$ cat src/design/mca_pkg.sv
// Shared types, constants and helper functions of the motor command arbiter.
package mca_pkg;

   // Number of command sources handled by default.
   localparam int NUM_SOURCES_DEF = 3;

   // Field widths fixed by the command format.
   localparam int SRC_W  = 2;
   localparam int SEQ_W  = 16;
   localparam int OUT_W  = 16;
   localparam int TIME_W = 32;
   localparam int GEN_W  = 32;
   localparam int LIM_W  = 15;
   localparam int MS_W   = 16;

   // Configuration port widths.
   localparam int CSR_IDX_W  = 2;
   localparam int CSR_DATA_W = 16;

   // Source codes.
   localparam logic [SRC_W-1:0] SRC_CAN  = 2'd0;
   localparam logic [SRC_W-1:0] SRC_UART = 2'd1;
   localparam logic [SRC_W-1:0] SRC_NONE = 2'd3;

   // Replay window half sizes.
   localparam logic [7:0]  CAN_WINDOW  = 8'd127;
   localparam logic [15:0] WIDE_WINDOW = 16'd32767;

   // Configuration reset values.
   localparam logic [LIM_W-1:0] OUTPUT_LIMIT_RST   = 15'd1000;
   localparam logic [MS_W-1:0]  SESSION_GAP_RST    = 16'd500;
   localparam logic [MS_W-1:0]  LEASE_RST          = 16'd300;
   localparam logic [MS_W-1:0]  STOP_GUARD_RST     = 16'd20;

   // Configuration register indexes.
   typedef enum logic [CSR_IDX_W-1:0] {
      CSR_OUTPUT_LIMIT = 2'd0,
      CSR_SESSION_GAP  = 2'd1,
      CSR_LEASE        = 2'd2,
      CSR_STOP_GUARD   = 2'd3
   } csr_index_type;

   // Event kinds.
   typedef enum logic [1:0] {
      OP_SUBMIT      = 2'd0,
      OP_MODE_CHANGE = 2'd1,
      OP_FAULT       = 2'd2,
      OP_FAILURE     = 2'd3
   } op_type;

   // Result codes.
   typedef enum logic [3:0] {
      RC_ACCEPTED = 4'd0,
      RC_STOP     = 4'd1,
      RC_REPLAY   = 4'd2,
      RC_RANGE    = 4'd3,
      RC_MODE     = 4'd4,
      RC_SAFETY   = 4'd5,
      RC_HANDOFF  = 4'd6,
      RC_BUSY     = 4'd7,
      RC_ERROR    = 4'd8
   } code_type;

   // Stop request kinds.
   typedef enum logic [1:0] {
      STOP_NONE    = 2'd0,
      STOP_USER    = 2'd1,
      STOP_HANDOFF = 2'd2,
      STOP_FAULT   = 2'd3
   } stop_type;

   // Configuration register set.
   typedef struct packed {
      logic [LIM_W-1:0] output_limit;
      logic [MS_W-1:0]  session_gap_ms;
      logic [MS_W-1:0]  lease_ms;
      logic [MS_W-1:0]  stop_guard_ms;
   } cfg_type;

   // One captured request.
   typedef struct packed {
      op_type                  operation;
      logic [SRC_W-1:0]        source;
      logic [SEQ_W-1:0]        sequence_req;
      logic                    enable;
      logic signed [OUT_W-1:0] left_output;
      logic signed [OUT_W-1:0] right_output;
      logic [1:0]              mode;
      logic                    current_mode;
      logic                    power_allowed;
      logic [TIME_W-1:0]       now_ms;
      logic [GEN_W-1:0]        failed_generation;
   } item_type;

   // One result.
   typedef struct packed {
      code_type          result_code;
      stop_type          stop_request;
      logic              forward_command;
      logic              mode_change;
      logic [GEN_W-1:0]  generation_out;
      logic [SRC_W-1:0]  lease_owner;
   } result_type;

   // Ownership, guard and generation state.
   typedef struct packed {
      logic [SRC_W-1:0]  owner;
      logic [TIME_W-1:0] owner_time;
      logic [TIME_W-1:0] guard_start;
      logic              guard_active;
      logic [GEN_W-1:0]  generation;
   } arb_state_type;

   // Replay window entry of one source.
   typedef struct packed {
      logic [SEQ_W-1:0]  last_seq;
      logic [TIME_W-1:0] last_seen_time;
      logic              seq_valid;
   } seq_entry_type;

   // The replay window used by an event: mode changes always use the uart window.
   function automatic logic [SRC_W-1:0] window_source(op_type op, logic [SRC_W-1:0] src);
      return (op == OP_MODE_CHANGE) ? SRC_UART : src;
   endfunction

endpackage

$ cat src/design/mca_if.sv
// Handshake interfaces of the request, result and configuration channels.
interface mca_req_if
   import mca_pkg::*;
   ();
   logic                    valid;
   logic                    ready;
   logic [1:0]              operation;
   logic [SRC_W-1:0]        source_id;
   logic [SEQ_W-1:0]        sequence_req;
   logic                    enable;
   logic signed [OUT_W-1:0] left_output;
   logic signed [OUT_W-1:0] right_output;
   logic [1:0]              mode;
   logic                    current_mode;
   logic                    power_allowed;
   logic [TIME_W-1:0]       now_ms;
   logic [GEN_W-1:0]        failed_generation;

   modport source (output valid, operation, source_id, sequence_req, enable, left_output,
                   right_output, mode, current_mode, power_allowed, now_ms,
                   failed_generation, input ready);
   modport sink   (input valid, operation, source_id, sequence_req, enable, left_output,
                   right_output, mode, current_mode, power_allowed, now_ms,
                   failed_generation, output ready);
endinterface

interface mca_rsp_if
   import mca_pkg::*;
   ();
   logic             valid;
   logic             ready;
   logic [3:0]       result_code;
   logic [1:0]       stop_request;
   logic             forward_command;
   logic             mode_change;
   logic [GEN_W-1:0] generation_out;
   logic [SRC_W-1:0] lease_owner;

   modport source (output valid, result_code, stop_request, forward_command, mode_change,
                   generation_out, lease_owner, input ready);
   modport sink   (input valid, result_code, stop_request, forward_command, mode_change,
                   generation_out, lease_owner, output ready);
endinterface

interface mca_csr_if
   import mca_pkg::*;
   ();
   logic                  valid;
   logic                  ready;
   logic [CSR_IDX_W-1:0]  index;
   logic [CSR_DATA_W-1:0] data;

   modport source (output valid, index, data, input ready);
   modport sink   (input valid, index, data, output ready);
endinterface

$ cat src/design/mca_seq_check.sv
// Replay window check of one source: says whether a sequence moves the window forward.
module mca_seq_check
   import mca_pkg::*;
(
   input  logic              is_can,
   input  logic [SEQ_W-1:0]  sequence_req,
   input  logic [TIME_W-1:0] now_ms,
   input  logic [MS_W-1:0]   session_gap_ms,
   input  seq_entry_type     entry,
   output logic              seq_forward,
   output seq_entry_type     entry_next
);

   logic [SEQ_W-1:0]  seq_value;
   logic [TIME_W-1:0] silence;
   logic              fresh;
   logic [7:0]        can_delta;
   logic [15:0]       wide_delta;
   logic              in_window;

   // CAN carries an 8-bit sequence, the others a 16-bit one.
   assign seq_value  = is_can ? {8'd0, sequence_req[7:0]} : sequence_req;
   assign silence    = now_ms - entry.last_seen_time;
   assign fresh      = !entry.seq_valid || (silence > {16'd0, session_gap_ms});
   assign can_delta  = seq_value[7:0] - entry.last_seq[7:0];
   assign wide_delta = seq_value - entry.last_seq;
   assign in_window  = is_can ? (can_delta != 8'd0 && can_delta <= CAN_WINDOW)
                              : (wide_delta != 16'd0 && wide_delta <= WIDE_WINDOW);

   // A fresh session or a step forward inside the window is taken.
   always_comb begin
      seq_forward               = fresh || in_window;
      entry_next.seq_valid      = 1'b1;
      entry_next.last_seen_time = now_ms;
      entry_next.last_seq       = seq_forward ? seq_value : entry.last_seq;
   end

endmodule

$ cat src/design/mca_decide.sv
// Event decision logic: result and next state for one request.
module mca_decide
   import mca_pkg::*;
#(
   parameter int NUM_SOURCES = NUM_SOURCES_DEF
)
(
   input  item_type      item,
   input  cfg_type       cfg,
   input  arb_state_type state,
   input  seq_entry_type seq_entry,
   output result_type    result,
   output arb_state_type state_next,
   output logic          seq_update,
   output seq_entry_type seq_entry_next
);

   logic                     src_ok;
   logic                     seq_fwd;
   logic signed [OUT_W:0]    left_wide;
   logic signed [OUT_W:0]    right_wide;
   logic signed [OUT_W:0]    lim_pos;
   logic signed [OUT_W:0]    lim_neg;
   logic                     out_of_range;
   logic                     motion;
   logic                     source_mode_bad;
   logic [TIME_W-1:0]        owner_age;
   logic                     lease_in_time;
   logic                     lease_live_now;
   logic [TIME_W-1:0]        guard_age;
   logic                     guard_live;
   logic                     take_own;

   // Replay check on the window that the event uses (the uart window for mode changes).
   mca_seq_check u_seq_check (
      .is_can         (window_source(item.operation, item.source) == SRC_CAN),
      .sequence_req   (item.sequence_req),
      .now_ms         (item.now_ms),
      .session_gap_ms (cfg.session_gap_ms),
      .entry          (seq_entry),
      .seq_forward    (seq_fwd),
      .entry_next     (seq_entry_next)
   );

   // Source, range and mode qualifiers.
   assign src_ok       = (item.source != SRC_NONE) && (int'(item.source) < NUM_SOURCES);
   assign left_wide    = {item.left_output[OUT_W-1], item.left_output};
   assign right_wide   = {item.right_output[OUT_W-1], item.right_output};
   assign lim_pos      = signed'({2'b00, cfg.output_limit});
   assign lim_neg      = -lim_pos;
   assign out_of_range = (left_wide < lim_neg) || (left_wide > lim_pos) ||
                         (right_wide < lim_neg) || (right_wide > lim_pos);
   assign motion       = item.enable &&
                         (item.left_output != '0 || item.right_output != '0);
   assign source_mode_bad = (item.source == SRC_CAN && item.mode != 2'd1) ||
                            (item.source == SRC_UART && item.mode != 2'd0);

   // Lease and stop guard timers against the current state.
   assign owner_age      = item.now_ms - state.owner_time;
   assign lease_in_time  = owner_age <= {16'd0, cfg.lease_ms};
   assign lease_live_now = (state.owner != SRC_NONE) && lease_in_time;
   assign guard_age      = item.now_ms - state.guard_start;
   assign guard_live     = state.guard_active && (guard_age < {16'd0, cfg.stop_guard_ms});

   // Event decision.
   always_comb begin
      result.result_code     = RC_ACCEPTED;
      result.stop_request    = STOP_NONE;
      result.forward_command = 1'b0;
      result.mode_change     = 1'b0;
      state_next             = state;
      seq_update             = 1'b0;
      take_own               = 1'b0;

      unique case (item.operation)
         OP_SUBMIT: begin
            priority if (!src_ok) begin
               result.result_code = RC_ERROR;
            end else if (out_of_range) begin
               result.result_code = RC_RANGE;
            end else if (item.mode > 2'd1) begin
               result.result_code = RC_MODE;
            end else if (motion && source_mode_bad) begin
               result.result_code = RC_MODE;
            end else if (motion && (item.current_mode != item.mode[0])) begin
               result.result_code = RC_MODE;
            end else begin
               seq_update = 1'b1;
               priority if (!motion) begin
                  // A stop is executed even when its sequence is a replay.
                  state_next.guard_start  = item.now_ms;
                  state_next.guard_active = 1'b1;
                  state_next.generation   = state.generation + 1'b1;
                  result.stop_request     = STOP_USER;
                  result.result_code      = RC_STOP;
               end else if (!seq_fwd) begin
                  result.result_code = RC_REPLAY;
               end else if (!item.power_allowed) begin
                  result.result_code = RC_SAFETY;
               end else if (state.owner != SRC_NONE && state.owner != item.source &&
                            !lease_live_now) begin
                  // The old owner's lease ran out: hand over with a stop first.
                  state_next.owner        = SRC_NONE;
                  state_next.guard_start  = item.now_ms;
                  state_next.guard_active = 1'b1;
                  state_next.generation   = state.generation + 1'b1;
                  result.stop_request     = STOP_HANDOFF;
                  result.result_code      = RC_HANDOFF;
               end else if (guard_live) begin
                  result.result_code = RC_HANDOFF;
               end else begin
                  // An expired guard is closed when it is looked at.
                  state_next.guard_active = 1'b0;
                  if (state.owner == SRC_NONE || state.owner == item.source) begin
                     take_own               = 1'b1;
                     state_next.owner       = item.source;
                     state_next.owner_time  = item.now_ms;
                     state_next.generation  = state.generation + 1'b1;
                     result.forward_command = 1'b1;
                     result.result_code     = RC_ACCEPTED;
                  end else begin
                     result.result_code = RC_BUSY;
                  end
               end
            end
         end
         OP_MODE_CHANGE: begin
            if (item.mode > 2'd1) begin
               result.result_code = RC_MODE;
            end else begin
               seq_update = 1'b1;
               if (!seq_fwd) begin
                  result.result_code = RC_REPLAY;
               end else begin
                  state_next.owner        = SRC_NONE;
                  state_next.guard_start  = item.now_ms;
                  state_next.guard_active = 1'b1;
                  state_next.generation   = state.generation + 1'b1;
                  result.stop_request     = STOP_USER;
                  result.mode_change      = 1'b1;
               end
            end
         end
         OP_FAULT, OP_FAILURE: begin
            // A failure only counts when it names the present generation.
            if (src_ok && state.owner == item.source &&
                (item.operation == OP_FAULT ||
                 state.generation == item.failed_generation)) begin
               state_next.owner        = SRC_NONE;
               state_next.guard_start  = item.now_ms;
               state_next.guard_active = 1'b1;
               state_next.generation   = state.generation + 1'b1;
               result.stop_request     = STOP_FAULT;
            end
         end
         default: begin
            result.result_code = RC_ACCEPTED;
         end
      endcase

      // Reported generation and lease owner follow the updated state.
      result.generation_out = state_next.generation;
      result.lease_owner    = (state_next.owner != SRC_NONE && (take_own || lease_in_time))
                              ? state_next.owner : SRC_NONE;
   end

endmodule

$ cat src/design/motor_command_arbiter_top.sv
// Motor command arbiter: request register, decision logic, state and result register.
// A request is captured in the request register, decided, and its result is held in the result register.
// Throughput: one request per cycle while the result channel is ready; the decision is one registered pass.
// The result register and the request register are parted, so a stalled result
// holds one request and still lets the request channel fill the request register.
// Reset clears ownership, guard and generation state and the replay valid bits, and restores the
// configuration registers to their defaults.
module motor_command_arbiter_top
   import mca_pkg::*;
#(
   parameter int NUM_SOURCES = NUM_SOURCES_DEF
)
(
   input  logic      clock,
   input  logic      reset,
   mca_req_if.sink   req_chan,
   mca_rsp_if.source rsp_chan,
   mca_csr_if.sink   csr_chan
);

   localparam int SIdxW = (NUM_SOURCES > 2) ? $clog2(NUM_SOURCES) : 1;

   cfg_type       cfg_ff;
   logic          in_valid_ff;
   item_type      item_ff;
   logic          rsp_valid_ff;
   result_type    rsp_ff;
   arb_state_type state_ff;
   arb_state_type state_in;
   logic [SEQ_W-1:0]  last_seq_ff       [NUM_SOURCES];
   logic [TIME_W-1:0] last_seen_time_ff [NUM_SOURCES];
   logic [NUM_SOURCES-1:0] seq_valid_ff;

   logic              req_accept;
   logic              advance;
   logic [SRC_W-1:0]  win_src;
   logic [SIdxW-1:0]  win_idx;
   logic              win_in_range;
   seq_entry_type     seq_entry;
   seq_entry_type     seq_entry_in;
   logic              seq_update;
   result_type        result_in;

   // Handshakes: the request register moves on whenever the result register is free.
   assign advance        = in_valid_ff && (!rsp_valid_ff || rsp_chan.ready);
   assign req_chan.ready = !in_valid_ff || advance;
   assign req_accept     = req_chan.valid && req_chan.ready;
   assign csr_chan.ready = 1'b1;

   // Configuration registers.
   always_ff @(posedge clock) begin
      if (reset) begin
         cfg_ff.output_limit   <= OUTPUT_LIMIT_RST;
         cfg_ff.session_gap_ms <= SESSION_GAP_RST;
         cfg_ff.lease_ms       <= LEASE_RST;
         cfg_ff.stop_guard_ms  <= STOP_GUARD_RST;
      end else if (csr_chan.valid && csr_chan.ready) begin
         unique case (csr_index_type'(csr_chan.index))
            CSR_OUTPUT_LIMIT: cfg_ff.output_limit   <= csr_chan.data[LIM_W-1:0];
            CSR_SESSION_GAP:  cfg_ff.session_gap_ms <= csr_chan.data;
            CSR_LEASE:        cfg_ff.lease_ms       <= csr_chan.data;
            CSR_STOP_GUARD:   cfg_ff.stop_guard_ms  <= csr_chan.data;
            default:          cfg_ff.output_limit   <= cfg_ff.output_limit;
         endcase
      end
   end

   // Request register.
   always_ff @(posedge clock) begin
      if (reset) begin
         in_valid_ff <= 1'b0;
      end else if (req_accept) begin
         in_valid_ff <= 1'b1;
      end else if (advance) begin
         in_valid_ff <= 1'b0;
      end
   end

   always_ff @(posedge clock) begin
      if (req_accept) begin
         item_ff.operation         <= op_type'(req_chan.operation);
         item_ff.source            <= req_chan.source_id;
         item_ff.sequence_req      <= req_chan.sequence_req;
         item_ff.enable            <= req_chan.enable;
         item_ff.left_output       <= req_chan.left_output;
         item_ff.right_output      <= req_chan.right_output;
         item_ff.mode              <= req_chan.mode;
         item_ff.current_mode      <= req_chan.current_mode;
         item_ff.power_allowed     <= req_chan.power_allowed;
         item_ff.now_ms            <= req_chan.now_ms;
         item_ff.failed_generation <= req_chan.failed_generation;
      end
   end

   // Replay window read for the source whose window this request uses.
   assign win_src      = window_source(item_ff.operation, item_ff.source);
   assign win_idx      = SIdxW'(win_src);
   assign win_in_range = int'(win_src) < NUM_SOURCES;

   always_comb begin
      if (win_in_range) begin
         seq_entry.last_seq       = last_seq_ff[win_idx];
         seq_entry.last_seen_time = last_seen_time_ff[win_idx];
         seq_entry.seq_valid      = seq_valid_ff[win_idx];
      end else begin
         seq_entry = '0;
      end
   end

   // Decision for the request held in the request register.
   mca_decide #(
      .NUM_SOURCES (NUM_SOURCES)
   ) u_decide (
      .item           (item_ff),
      .cfg            (cfg_ff),
      .state          (state_ff),
      .seq_entry      (seq_entry),
      .result         (result_in),
      .state_next     (state_in),
      .seq_update     (seq_update),
      .seq_entry_next (seq_entry_in)
   );

   // Arbitration state.
   always_ff @(posedge clock) begin
      if (reset) begin
         state_ff.owner        <= SRC_NONE;
         state_ff.owner_time   <= '0;
         state_ff.guard_start  <= '0;
         state_ff.guard_active <= 1'b0;
         state_ff.generation   <= '0;
      end else if (advance) begin
         state_ff <= state_in;
      end
   end

   // Replay windows: valid bits are cleared by reset, entries are written on use.
   always_ff @(posedge clock) begin
      if (reset) begin
         seq_valid_ff <= '0;
      end else if (advance && seq_update && win_in_range) begin
         seq_valid_ff[win_idx] <= seq_entry_in.seq_valid;
      end
   end

   always_ff @(posedge clock) begin
      if (advance && seq_update && win_in_range) begin
         last_seq_ff[win_idx]       <= seq_entry_in.last_seq;
         last_seen_time_ff[win_idx] <= seq_entry_in.last_seen_time;
      end
   end

   // Result register.
   always_ff @(posedge clock) begin
      if (reset) begin
         rsp_valid_ff <= 1'b0;
      end else if (advance) begin
         rsp_valid_ff <= 1'b1;
      end else if (rsp_chan.ready) begin
         rsp_valid_ff <= 1'b0;
      end
   end

   always_ff @(posedge clock) begin
      if (advance) begin
         rsp_ff <= result_in;
      end
   end

   assign rsp_chan.valid           = rsp_valid_ff;
   assign rsp_chan.result_code     = rsp_ff.result_code;
   assign rsp_chan.stop_request    = rsp_ff.stop_request;
   assign rsp_chan.forward_command = rsp_ff.forward_command;
   assign rsp_chan.mode_change     = rsp_ff.mode_change;
   assign rsp_chan.generation_out  = rsp_ff.generation_out;
   assign rsp_chan.lease_owner     = rsp_ff.lease_owner;

   // The generation moves by at most one per request and only when a request completes.
   a_gen_step: assert property (@(posedge clock) disable iff (reset)
      advance |=> (state_ff.generation == $past(state_ff.generation)) ||
                  (state_ff.generation == $past(state_ff.generation) + 1'b1))
      else $error("generation moved by more than one step");

   a_gen_hold: assert property (@(posedge clock) disable iff (reset)
      !advance |=> $stable(state_ff.generation))
      else $error("generation changed without a request");

   // A forwarded command leaves an owner in place.
   a_fwd_owner: assert property (@(posedge clock) disable iff (reset)
      advance && result_in.forward_command |=> state_ff.owner != SRC_NONE)
      else $error("forwarded command without an owner");

   // A mode change always opens the stop guard and drops the owner.
   a_mode_guard: assert property (@(posedge clock) disable iff (reset)
      advance && result_in.mode_change |=> state_ff.guard_active &&
                                           state_ff.owner == SRC_NONE)
      else $error("mode change did not stop the motors");

endmodule
$ cat src/flat_wrapper.sv
// flat-port wrapper written by rule: the top's interface ports become plain ports
module motor_command_arbiter_top_flat import mca_pkg::*;
#(
   parameter int NUM_SOURCES = NUM_SOURCES_DEF
)
  (clock, reset, req_chan_valid, req_chan_operation, req_chan_source_id, req_chan_sequence_req, req_chan_enable, req_chan_left_output, req_chan_right_output, req_chan_mode, req_chan_current_mode, req_chan_power_allowed, req_chan_now_ms, req_chan_failed_generation, req_chan_ready, rsp_chan_valid, rsp_chan_result_code, rsp_chan_stop_request, rsp_chan_forward_command, rsp_chan_mode_change, rsp_chan_generation_out, rsp_chan_lease_owner, rsp_chan_ready, csr_chan_valid, csr_chan_index, csr_chan_data, csr_chan_ready);
  mca_req_if req_chan_i ();
  mca_rsp_if rsp_chan_i ();
  mca_csr_if csr_chan_i ();
  input  logic clock;
  input  logic reset;
  input wire logic [$bits(req_chan_i.valid)-1:0] req_chan_valid;
  input wire logic [$bits(req_chan_i.operation)-1:0] req_chan_operation;
  input wire logic [$bits(req_chan_i.source_id)-1:0] req_chan_source_id;
  input wire logic [$bits(req_chan_i.sequence_req)-1:0] req_chan_sequence_req;
  input wire logic [$bits(req_chan_i.enable)-1:0] req_chan_enable;
  input wire logic [$bits(req_chan_i.left_output)-1:0] req_chan_left_output;
  input wire logic [$bits(req_chan_i.right_output)-1:0] req_chan_right_output;
  input wire logic [$bits(req_chan_i.mode)-1:0] req_chan_mode;
  input wire logic [$bits(req_chan_i.current_mode)-1:0] req_chan_current_mode;
  input wire logic [$bits(req_chan_i.power_allowed)-1:0] req_chan_power_allowed;
  input wire logic [$bits(req_chan_i.now_ms)-1:0] req_chan_now_ms;
  input wire logic [$bits(req_chan_i.failed_generation)-1:0] req_chan_failed_generation;
  output wire logic [$bits(req_chan_i.ready)-1:0] req_chan_ready;
  output wire logic [$bits(rsp_chan_i.valid)-1:0] rsp_chan_valid;
  output wire logic [$bits(rsp_chan_i.result_code)-1:0] rsp_chan_result_code;
  output wire logic [$bits(rsp_chan_i.stop_request)-1:0] rsp_chan_stop_request;
  output wire logic [$bits(rsp_chan_i.forward_command)-1:0] rsp_chan_forward_command;
  output wire logic [$bits(rsp_chan_i.mode_change)-1:0] rsp_chan_mode_change;
  output wire logic [$bits(rsp_chan_i.generation_out)-1:0] rsp_chan_generation_out;
  output wire logic [$bits(rsp_chan_i.lease_owner)-1:0] rsp_chan_lease_owner;
  input wire logic [$bits(rsp_chan_i.ready)-1:0] rsp_chan_ready;
  input wire logic [$bits(csr_chan_i.valid)-1:0] csr_chan_valid;
  input wire logic [$bits(csr_chan_i.index)-1:0] csr_chan_index;
  input wire logic [$bits(csr_chan_i.data)-1:0] csr_chan_data;
  output wire logic [$bits(csr_chan_i.ready)-1:0] csr_chan_ready;
  assign req_chan_i.valid = req_chan_valid;
  assign req_chan_i.operation = req_chan_operation;
  assign req_chan_i.source_id = req_chan_source_id;
  assign req_chan_i.sequence_req = req_chan_sequence_req;
  assign req_chan_i.enable = req_chan_enable;
  assign req_chan_i.left_output = req_chan_left_output;
  assign req_chan_i.right_output = req_chan_right_output;
  assign req_chan_i.mode = req_chan_mode;
  assign req_chan_i.current_mode = req_chan_current_mode;
  assign req_chan_i.power_allowed = req_chan_power_allowed;
  assign req_chan_i.now_ms = req_chan_now_ms;
  assign req_chan_i.failed_generation = req_chan_failed_generation;
  assign req_chan_ready = req_chan_i.ready;
  assign rsp_chan_valid = rsp_chan_i.valid;
  assign rsp_chan_result_code = rsp_chan_i.result_code;
  assign rsp_chan_stop_request = rsp_chan_i.stop_request;
  assign rsp_chan_forward_command = rsp_chan_i.forward_command;
  assign rsp_chan_mode_change = rsp_chan_i.mode_change;
  assign rsp_chan_generation_out = rsp_chan_i.generation_out;
  assign rsp_chan_lease_owner = rsp_chan_i.lease_owner;
  assign rsp_chan_i.ready = rsp_chan_ready;
  assign csr_chan_i.valid = csr_chan_valid;
  assign csr_chan_i.index = csr_chan_index;
  assign csr_chan_i.data = csr_chan_data;
  assign csr_chan_ready = csr_chan_i.ready;
  motor_command_arbiter_top #(.NUM_SOURCES(NUM_SOURCES)) u_core (.clock(clock), .reset(reset), .req_chan(req_chan_i), .rsp_chan(rsp_chan_i), .csr_chan(csr_chan_i));
endmodule
$ cat config.mk
export PLATFORM = sky130hd
export DESIGN_NAME = motor_command_arbiter_top_flat
export DESIGN_NICKNAME = d
export VERILOG_FILES = /design/src/design/mca_pkg.sv /design/src/design/mca_if.sv /design/src/design/mca_seq_check.sv /design/src/design/mca_decide.sv /design/src/design/motor_command_arbiter_top.sv /design/src/flat_wrapper.sv
export SDC_FILE = /design/constraint.sdc
export NUM_CORES = 1
export LEC_CHECK = 0
export ABC_CLOCK_PERIOD_IN_PS = 24400
export BUFFER_PORTS_ARGS = -buffer_cell sky130_fd_sc_hd__buf_2
export CORE_AREA = 2 2 223 225
export DETAILED_ROUTE_END_ITERATION = 16
export DIE_AREA = 0 0 225 227
export HOLD_SLACK_MARGIN = 0.03
export PLACE_DENSITY_LB_ADDON = 0.25
export RECOVER_POWER = 100
export SETUP_SLACK_MARGIN = 0.5
export SYNTH_ARGS = -nofsm -noshare
export SYNTH_HDL_FRONTEND = slang
export SYNTH_SLANG_ARGS = --single-unit
$ cat constraint.sdc
create_clock -name clock -period 24.4 [get_ports clock]
set_input_delay 3.66 -clock clock [delete_from_list [all_inputs] [get_ports clock]]
set_output_delay 3.66 -clock clock [all_outputs]
set_load 0.02 [all_outputs]
# After elaboration in Yosys (flattened, before gate mapping)
# Memories as Yosys holds them, arrays and structs flattened.
# Cells that the tools add are included.
[word_totals]
word_cells = 248
output_inout_bits = 45
mem_bits_rw = 144
n_memories = 2
reg_bits = 330
inputBits = 144
[classes]
n_eq_ne = 30
add_sub_neg = 7
order_cmp = 14
muxes = 97
n_reduce_logical = 57
n_bitwise = 12
[mem_list]
columns = ["name", "depth", "word_bits", "rd", "rd_ports_with_merged_regs", "write_ports", "line", "rtl"]
rows = [
  ["u_core.last_seen_time_ff", 3, 32, 1, 0, 1, "motor_command_arbiter_top.sv:31", "logic [TIME_W-1:0] last_seen_time_ff [NUM_SOURCES];"],
  ["u_core.last_seq_ff", 3, 16, 1, 0, 1, "motor_command_arbiter_top.sv:30", "logic [SEQ_W-1:0] last_seq_ff [NUM_SOURCES];"],
]
[ops]
columns = ["cell", "n"]
rows = [
  ["99-bit two-way mux", 7],
  ["34-bit two-way mux", 13],
  ["65-bit two-way mux", 4],
  ["65-bit one-hot mux with 3 select lines", 1],
  ["32-bit two-way mux", 3],
  ["32-bit subtractor", 3],
  ["33-bit two-way mux", 2],
  ["49-bit two-way mux", 1],
  ["16-bit nonzero test", 3],
  ["4-bit two-way mux", 9],
  ["16-bit by 17-bit < comparator with 1-bit output", 2],
  ["32-bit by 1-bit adder with 32-bit output (second input constant)", 1],
  ["32-bit equality test", 1],
  ["16-bit greater-than comparator", 2],
  ["32-bit by 16-bit greater-than comparator with 1-bit output", 1],
  ["32-bit by 16-bit <= comparator with 1-bit output", 1],
  ["32-bit by 16-bit < comparator with 1-bit output", 1],
  ["16-bit two-way mux", 2],
  ["1-bit two-way mux", 31],
  ["3-bit two-way mux", 9],
  ["12-bit AND reduction", 2],
  ["11-bit != test (second input constant)", 2],
  ["2-bit != test (second input constant)", 11],
  ["1-bit logical AND", 20],
  ["other kinds (36)", 85],
]

# Depth between registers and ports, before layout
# Gate-level depths: netlist of the first run.
[depth]
depth_word = 30
mapped_depth = 33

# Hierarchy
# From an unflattened synthesis of the first run, not the netlist that was laid out.
[unflattened]
cells_unflattened = 3268
area_unflattened_um2 = 30601.8
[by_module_without_submodules]
columns = ["module", "instances", "cells_each", "area_per_inst_um2"]
rows = [
  ["motor_command_arbiter_top", 1, 1222, 16256.8],
  ["mca_decide", 1, 1423, 10005.8],
  ["mca_seq_check", 1, 623, 4339.2],
]

# Worst setup path after synthesis of the first run
# OpenSTA, ideal clock, no wires.
[synth_path]
path_type = "in2reg"
startpoint = "input rsp_chan_ready"
endpoint = "memory u_core.last_seen_time_ff[2][0] (enable)"
slack_ns = 13.953
required_time_ns = 23.822
stages = 5
setup_time_ns = 0.578
arrival_ns = 9.869
path_cell_list = "nor2b_1 -> nand2b_1 -> inv_1 -> o21ai_0 -> nor4_1"
[synth_via]
elab_chain_len = 6
[synth_lines]
columns = ["item", "line", "rtl"]
rows = [
  ["start, declared", "flat_wrapper.sv:32", "input wire logic [$bits(rsp_chan_i.ready)-1:0] rsp_chan_ready;"],
  ["1-bit logical OR", "motor_command_arbiter_top.sv:45", "assign advance = in_valid_ff && (!rsp_valid_ff || rsp_chan.ready);"],
  ["1-bit logical AND", "motor_command_arbiter_top.sv:45", ""],
  ["named net u_core.advance", "motor_command_arbiter_top.sv:35", "logic advance;"],
  ["1-bit logical AND (2 in a row)", "motor_command_arbiter_top.sv:147", "if (advance && seq_update && win_in_range) begin"],
  ["1-bit two-way mux", "motor_command_arbiter_top.sv:147", ""],
  ["1-bit two-way mux (not written as such)", "motor_command_arbiter_top.sv:149", "last_seen_time_ff[win_idx] <= seq_entry_in.last_seen_time;"],
  ["end, declared", "motor_command_arbiter_top.sv:31", ""],
]
# The timed path passes the listed nets, and every way through them passes these cells.

==> metrics, run 1 <==
CP Data Arrival Time ~13 ns; Avg Inst Size Synth ~9.6 um2; area leader, netlist edfxtp_1; TritonCTS Sinks 474; die height between 200 and 250 um; Final WS setup around 12 ns; Cells after Synth 3017; worst vdd ir 0.0611 mV; f_max a little under 80 MHz; Largest stage delay, worst path between 2 and 2.5 ns; largest net degree at the start of global routing 100; Rows 81; Synth area leaders edfxtp_1 (32%), dfxtp_1 (12%), ha_1 (9.6%); clk buf depth 3; setup_tns 0 ns; Worst-path clk slew around 0.060 ns; count of pins over their slew limit between 600 and 700; sequential fraction of the synthesis area between 40 and 50%; Final Util 64.7%; layout cells sized above 1 a little under a tenth; Overflow after GRT 0; Worst Reg-to-Reg Cells 28; Final #Nets between 3000 and 4000; Worst Setup Start Kind flop; drt total wl ~85000 um; drt pass-1 iters 9; Synth Flop Type edfxtp_1; CP max-delay cell clkbuf_1; root buf cell clkbuf_16; final setup violation count 0; total power roughly 2.0 mW; final worst path period share a little over half; CTS hold repair buffers 0; syn nets 3386; yosys warns 0; WHS Path Cells 2; GRT Total Usage approximately a third; Worst slew margin -155%; pre-CTS setup slack between 15 and 20 ns; Synth Register Bits ~470; fraction of registers with async set/reset 0%; Hold Vio Cnt, Final 0; Commonest cells post-synth nand2_1 (387), edfxtp_1 (307), a21oi_1 (238); area after detailed placement roughly 30000 um2; IO Port Bufs between 150 and 200; vias in the first global route 23300; reg2reg end u_core.rsp_chan.generation_out[27]; post-CTS setup buffers 0; min Tclk post-route approximately 13 ns; Max-Cap Viols 14; Pwr Density roughly 64 nW/um2; failing checks capacitance limit, slew limit; worst slew pin tran about 3.8 ns; Routed WL per cell 22.4 um; worst min-delay path class reg -> reg; RSZ-0062 raised after global routing false; most frequent CP cell clkbuf_1; crit path kind reg -> reg; CTS tree done; die area a little over 50000 um2; 1st-iter DRT viols between 2000 and 2500; area grow syn2layout 8.61%; worst setup path start u_core.item_ff[117]; Ports roughly 190; leakage power between 10 and 15 nW; R2R Setup Slk 11.69 ns; CP max FO 95; total CTS buffers 50; post-synthesis cell type count around 100; Via density 6.42; via total after detailed routing ~24000; CTS H-tree depth 2; filler instances approximately 3900; first-pass GRT wire length between 100000 and 150000 um; hpwl dp between 60000 and 70000 um; core area around 49000 um2; Post-DRT Antenna Nets 0; count leader, synth nand2_1; Setup crit end u_core.rsp_chan.generation_out[27]; EDFF count, synth ~300; initial antenna violation count 1; critical path capture point type flop; GP Congestion 0.984; Yosys top cell area share roughly a third; later-pin clock latency in the skew report between 0.5 and 0.6 ns; mapped cell area approximately 29000 um2; Post-route DRC 0; Layout Skew about 0.018 ns; PostCTS Resize Cnt 0; Finished Cell Area 31400 um2; Required @ worst endpoint about 25 ns; status finished, violations left; Initial Util 59.6%; chip width around 230 um; Reg2Reg Launch Point u_core.item_ff[117]
## area by class of cell
type / instances / area (um2) / share of cell area, %
Antenna cell: 1 / 2.50 / 0.00797
Clock inverter: 21 / 195 / 0.621
Sequential cell: 474 / 12600 / 40.0
Tap cell: 622 / 778 / 2.48
Timing Repair Buffer: 207 / 971 / 3.09
Multi-Input combinational cell: 2188 / 14700 / 46.8
Clock buffer: 73 / 1500 / 4.78
Inverter: 184 / 692 / 2.20
## cells in the final DEF, fill, tap and decap left out, types with 11 or more instances in the layout
master and count:
nand2b_1 18, nor2_1 144, o21ai_1 19, a31oi_1 16, o31ai_1 67, o211ai_1 37, o22ai_1 11, ha_1 221
nor4_1 65, buf_2 134, xnor2_1 92, clkbuf_16 55, edfxtp_1 307, nor3_1 34, a31o_1 32, nand2_1 387
clkbuf_1 74, nand3_1 82, o21ai_0 139, dfxtp_1 167, mux2i_1 24, a222oi_1 44, a211oi_1 29, xor2_1 49
nand4_1 69, o21a_1 39, or4_1 35, a21oi_1 238, or3_1 21, and3_1 16, a21o_1 38, inv_1 183
nor2b_1 19
## registers in the layout (all words and copies together), names as in the netlist
register and cells:
u_core.in_valid_ff 1, u_core.rsp_chan.forward_command 1, u_core.seq_valid_ff 3, u_core.rsp_chan.mode_change 1, u_core.rsp_chan.valid 1, u_core.rsp_chan.stop_request 2
u_core.rsp_chan.generation_out 32, u_core.last_seq_ff 48, u_core.rsp_chan.lease_owner 2, u_core.state_ff 99, u_core.last_seen_time_ff 96, u_core.cfg_ff 63
u_core.rsp_chan.result_code 4, u_core.item_ff 121
## worst max-delay path: cells and delay by family, from the launching register on
kind / cells / cell delay (ns)
buffers and inverters: 4 / 6.03
adders and majority gates: 3 / 0.99
and+or+nand+nor: 6 / 1.39
AOI/OAI and AO/OA: 13 / 3.12
DFF: 1 / 0.32
xor gates and xnor gates: 2 / 0.46
## worst min-delay path by stage
stage,start,end
6_report,u_core.cfg_ff[31],u_core.cfg_ff[31]
5_1_grt,u_core.cfg_ff[30],u_core.cfg_ff[30]
4_1_cts,u_core.cfg_ff[31],u_core.cfg_ff[31]
2_1_floorplan,u_core.cfg_ff[0],u_core.cfg_ff[0]
3_3_place_gp,u_core.cfg_ff[11],u_core.cfg_ff[11]
3_5_place_dp,u_core.cfg_ff[31],u_core.cfg_ff[31]
## routing by layer
metal	vias up	global-route usage, %	part of all wire (%)
met5	-	0	0.014
li1	11500	-	-
met2	980	54.6	48
met1	11600	40.9	40
met3	205	5.77	7.1
met4	2	15.2	4.7
## through the flow
step,hold WS (ns),std cells
2_1_floorplan,0.434,3017
3_3_place_gp,0.442,3675
3_5_place_dp,0.448,3675
4_1_cts,0.457,3769
5_1_grt,0.476,3769
6_report,0.455,3770
## cells by family (layout without fill, tap and decap cells)
family                     count (synthesis)  after routing  share of synthesized area [%]
AOI/OAI and AO/OA                        839            839                           19.6
xor gates and xnor gates                 141            141                           4.27
adders and majority gates                225            225                           9.84
buffers and inverters                    355            485                           5.75
DFF                                      474            474                           43.4
muxes                                     28             28                          0.986
other                                      1              2                         0.0130
and+or+nand+nor                          954            954                           16.1
## report_power, final
group | total, mW | switching [mW] | internal (mW)
logic | 0.337 | 0.215 | 0.122
clock network | 0.781 | 0.321 | 0.460
registers | 0.904 | 0.0249 | 0.879
total | 2.02 | 0.560 | 1.46
No activity file was read; power rests on OpenSTA's default activity.
==> inputs of run 2 (changes only) <==
--- a/config.mk
+++ b/config.mk
@@ -5,11 +5,12 @@
 export SDC_FILE = /design/constraint.sdc
 export NUM_CORES = 1
 export LEC_CHECK = 0
-export ABC_CLOCK_PERIOD_IN_PS = 24400
+export ABC_AREA = 1
+export ABC_CLOCK_PERIOD_IN_PS = 12100
 export BUFFER_PORTS_ARGS = -buffer_cell sky130_fd_sc_hd__buf_2
-export CORE_AREA = 2 2 223 225
+export CORE_AREA = 2 2 231 233
 export DETAILED_ROUTE_END_ITERATION = 16
-export DIE_AREA = 0 0 225 227
+export DIE_AREA = 0 0 233 235
 export HOLD_SLACK_MARGIN = 0.03
 export PLACE_DENSITY_LB_ADDON = 0.25
 export RECOVER_POWER = 100
==> constraint.sdc (replaced) <==
create_clock -name clock -period 12.1 [get_ports clock]
set_input_delay 1.815 -clock clock [delete_from_list [all_inputs] [get_ports clock]]
set_output_delay 1.815 -clock clock [all_outputs]
set_load 0.02 [all_outputs]
==> run 2 against run 1 <==
Compared with the run above: the run still ends with capacitance limit, slew limit left; critical path depth stayed put; clock power is 110% higher; die area is 7.2% higher; largest cell class unchanged; non-clock buffer count is 3 lower; count of clock-buffer cells in the layout is 5 lower; design area is 8.9% higher.
==> metrics, run 2 <==
drt pass-1 iters 6 (-3); largest net degree at the start of global routing 110 (+10%); filler instances 4612 (+17%); clk buf depth 3 (unchanged); root buf cell clkbuf_16; Max-Cap Viols 10 (-4); cell-internal power 3.08 mW (+110%); Rows 84 (+3.7%); Storage cell area 12600 um2 (unchanged); via total after detailed routing 27900 (+15%); total power 4.39 mW (+120%); count leader, synth nand2_1; crit path kind reg -> reg; Post-DRT Antenna Nets 0 (unchanged); worst min-delay path class reg -> reg; failing checks capacitance limit, slew limit; Post-route DRC 0 (unchanged); RSZ-0062 raised after global routing false; Cells after Synth 4228 (+40%); Avg Inst Size Synth 7.36 um2 (-23%); biggest regs u_core.item_ff: 121 flops, u_core.state_ff: 99 flops, u_core.last_seen_time_ff: 96 flops; fraction of registers with async set/reset 0% (unchanged); Required @ worst endpoint 12.24 ns (-12.47 ns); largest reg by FF count u_core.item_ff; Ports 189 (unchanged); CP max-delay cell clkbuf_1; most frequent cells in the layout nand2_1 (1348), inv_1 (638), edfxtp_1 (307); Commonest cells post-synth nand2_1 (1346), inv_1 (638), edfxtp_1 (307); area after detailed placement 32600 um2 (+9.1%); Overflow after GRT 0 (unchanged); Sw Pwr 1.31 mW (+130%); die height 235 um (+3.5%); min Tclk post-route 8.85 ns (-3.86 ns); CP Data Arrival Time 8.99 ns (-4.03 ns); switching fraction of total power 29.8% (+2.1 points); most frequent CP cell nand2_1; clock share of power 37.5% (-1.1 points); TritonCTS Sinks 474 (unchanged); critical path capture point type flop; vias in the first global route 26300 (+13%); status finished, violations left; f_max 113 MHz (+44%); Via density 5.47 (-15%); Synth area leaders edfxtp_1 (30%), nand2_1 (16%), dfxtp_1 (11%); Synth Flop Type edfxtp_1; yosys warns 0 (unchanged); final worst path period share 73.2% (+21 points); worst vdd ir 0.0931 mV (+52%); Worst-path clk slew 0.06 ns (about the same); core area 52200 um2 (+7.6%); PostCTS Resize Cnt 0 (unchanged); CTS hold repair buffers 0 (unchanged); later-pin clock latency in the skew report 0.62 ns (+0.03 ns); area leader, netlist edfxtp_1; worst slew pin tran 4.48 ns (+0.656 ns); commonest non-fill, non-tap cell in the layout nand2_1; CTS tree done; Worst Setup Start Kind flop; first-pass GRT wire length 136000 um (+5.8%); CP max FO 49 (-48%); post-CTS setup buffers 0 (unchanged); Routed WL per cell 17.1 um (-24%); total CTS buffers 51 (+2.0%); count of pins over their slew limit 582 (-16%); setup_tns 0 ns (unchanged); area of the multi-input gates 15600 um2 (+5.8%); die area 54800 um2 (+7.2%); Layout Skew 0.0311 ns (+0.0128 ns); layout cells sized above 1 6.07% (-3.0 points); chip width 233 um (+3.6%); drt total wl 87200 um (+3.1%); logic gate share of total power 20.2% (+3.5 points); 1st-iter DRT viols 2254 (-6.3%); mapped cell area 31100 um2 (+7.6%); syn nets 4597 (+36%); Largest stage delay, worst path 2.14 ns (-0.31 ns); Largest register FFs 121 (unchanged); IO Port Bufs 187 (unchanged); Synth Register Bits 474 (unchanged); GP Congestion 0.989 (+0.51%); Final #Nets 4743 (+37%); WHS 0.459 ns (+0.00392 ns); hpwl dp 64800 um (+3.6%); GRT Total Usage 31.5% (-0.98 points); Worst slew margin -199% (-44 points); Flop pwr share 42.3% (-2.4 points); sequential fraction of the synthesis area 40.4% (-3.1 points); Hold Vio Cnt, Final 0 (unchanged); EDFF count, synth 307 (unchanged); CTS H-tree depth 2 (unchanged); Finished Cell Area 34200 um2 (+8.9%); final setup violation count 0 (unchanged); Pwr Density 128 nW/um2 (+99%); area grow syn2layout 9.96%; leakage power 16.3 nW (+42%); Initial Util 59.6% (about the same); post-synthesis cell type count 52 (-50%); Yosys top cell area share 29.6% (-2.2 points); initial antenna violation count 4 (+3)
[run 2: power by group through the flow]
stage / logic [mW] / registers, mW / clock network, mW
floorplan: 0.639 / 1.86 / 0
global placement: 0.861 / 1.88 / 0
detailed placement: 0.874 / 1.88 / 0
CTS: 0.882 / 1.85 / 1.67
global route: 1.01 / 1.86 / 1.73
finish: 0.888 / 1.86 / 1.65
[run 2: cell families after synthesis]
| logic type | after synthesis | share of synthesized area [%] |
|---|---|---|
| compound gates | 489 | 8.41 |
| xor+xnor | 118 | 3.32 |
| fa+ha+maj | 225 | 9.15 |
| buf+inv | 771 | 9.51 |
| flops | 474 | 40.4 |
| other cells | 1 | 0.0121 |
| simple gates | 2150 | 29.2 |
[run 2: worst max-delay path: cells and delay by family (launching register included)]
family | cells | cell delay (ns)
buffers and inverters | 5 | 2.73
AND/OR/NAND/NOR | 20 | 4.53
AO/OA/AOI/OAI | 1 | 0.32
flip-flops | 1 | 0.31
adder cells (fa/ha/maj) | 2 | 0.42
[run 2: worst paths after layout]
path | from | to | slack [ns] | depth (start not counted)
max | u_core.cfg_ff[49] | u_core.last_seen_time_ff[2][23] | 3.25 | 28
min | u_core.cfg_ff[8] | u_core.cfg_ff[8] | 0.46 | 2
min reg2reg | u_core.cfg_ff[8] | u_core.cfg_ff[8] | 0.46 | 2
max reg2reg | u_core.cfg_ff[49] | u_core.last_seen_time_ff[2][23] | 3.25 | 28
[run 2: layout make-up]
cell class,instances,area share [%]
well taps,688,2.52
repair buffers,204,2.80
diodes,2,0.0146
multi-input cells,2983,45.5
clock buffers,68,4.10
clock inverters,28,1.09
flip-flops and latches,474,36.7
inverters,660,7.25
[run 2: per-stage QoR]
stage                     cells  setup slack, ns  utilization, %
after floorplan            4228             7.11               -
after global placement     5009             5.59            62.4
after detailed placement   5009             5.45            62.4
after CTS                  5105             5.43            65.8
after global routing       5107             2.55            65.5
final                      5107             3.25            65.5
[run 2: layer usage]
metal  global-route usage, %  up-vias  routed length, um
li1                        -    14000                  -
met1                    40.4    12700              35900
met2                    54.8      972              42200
met3                    4.33      185               6310
met4                    10.1        0               2710
met5                       0        -                  0
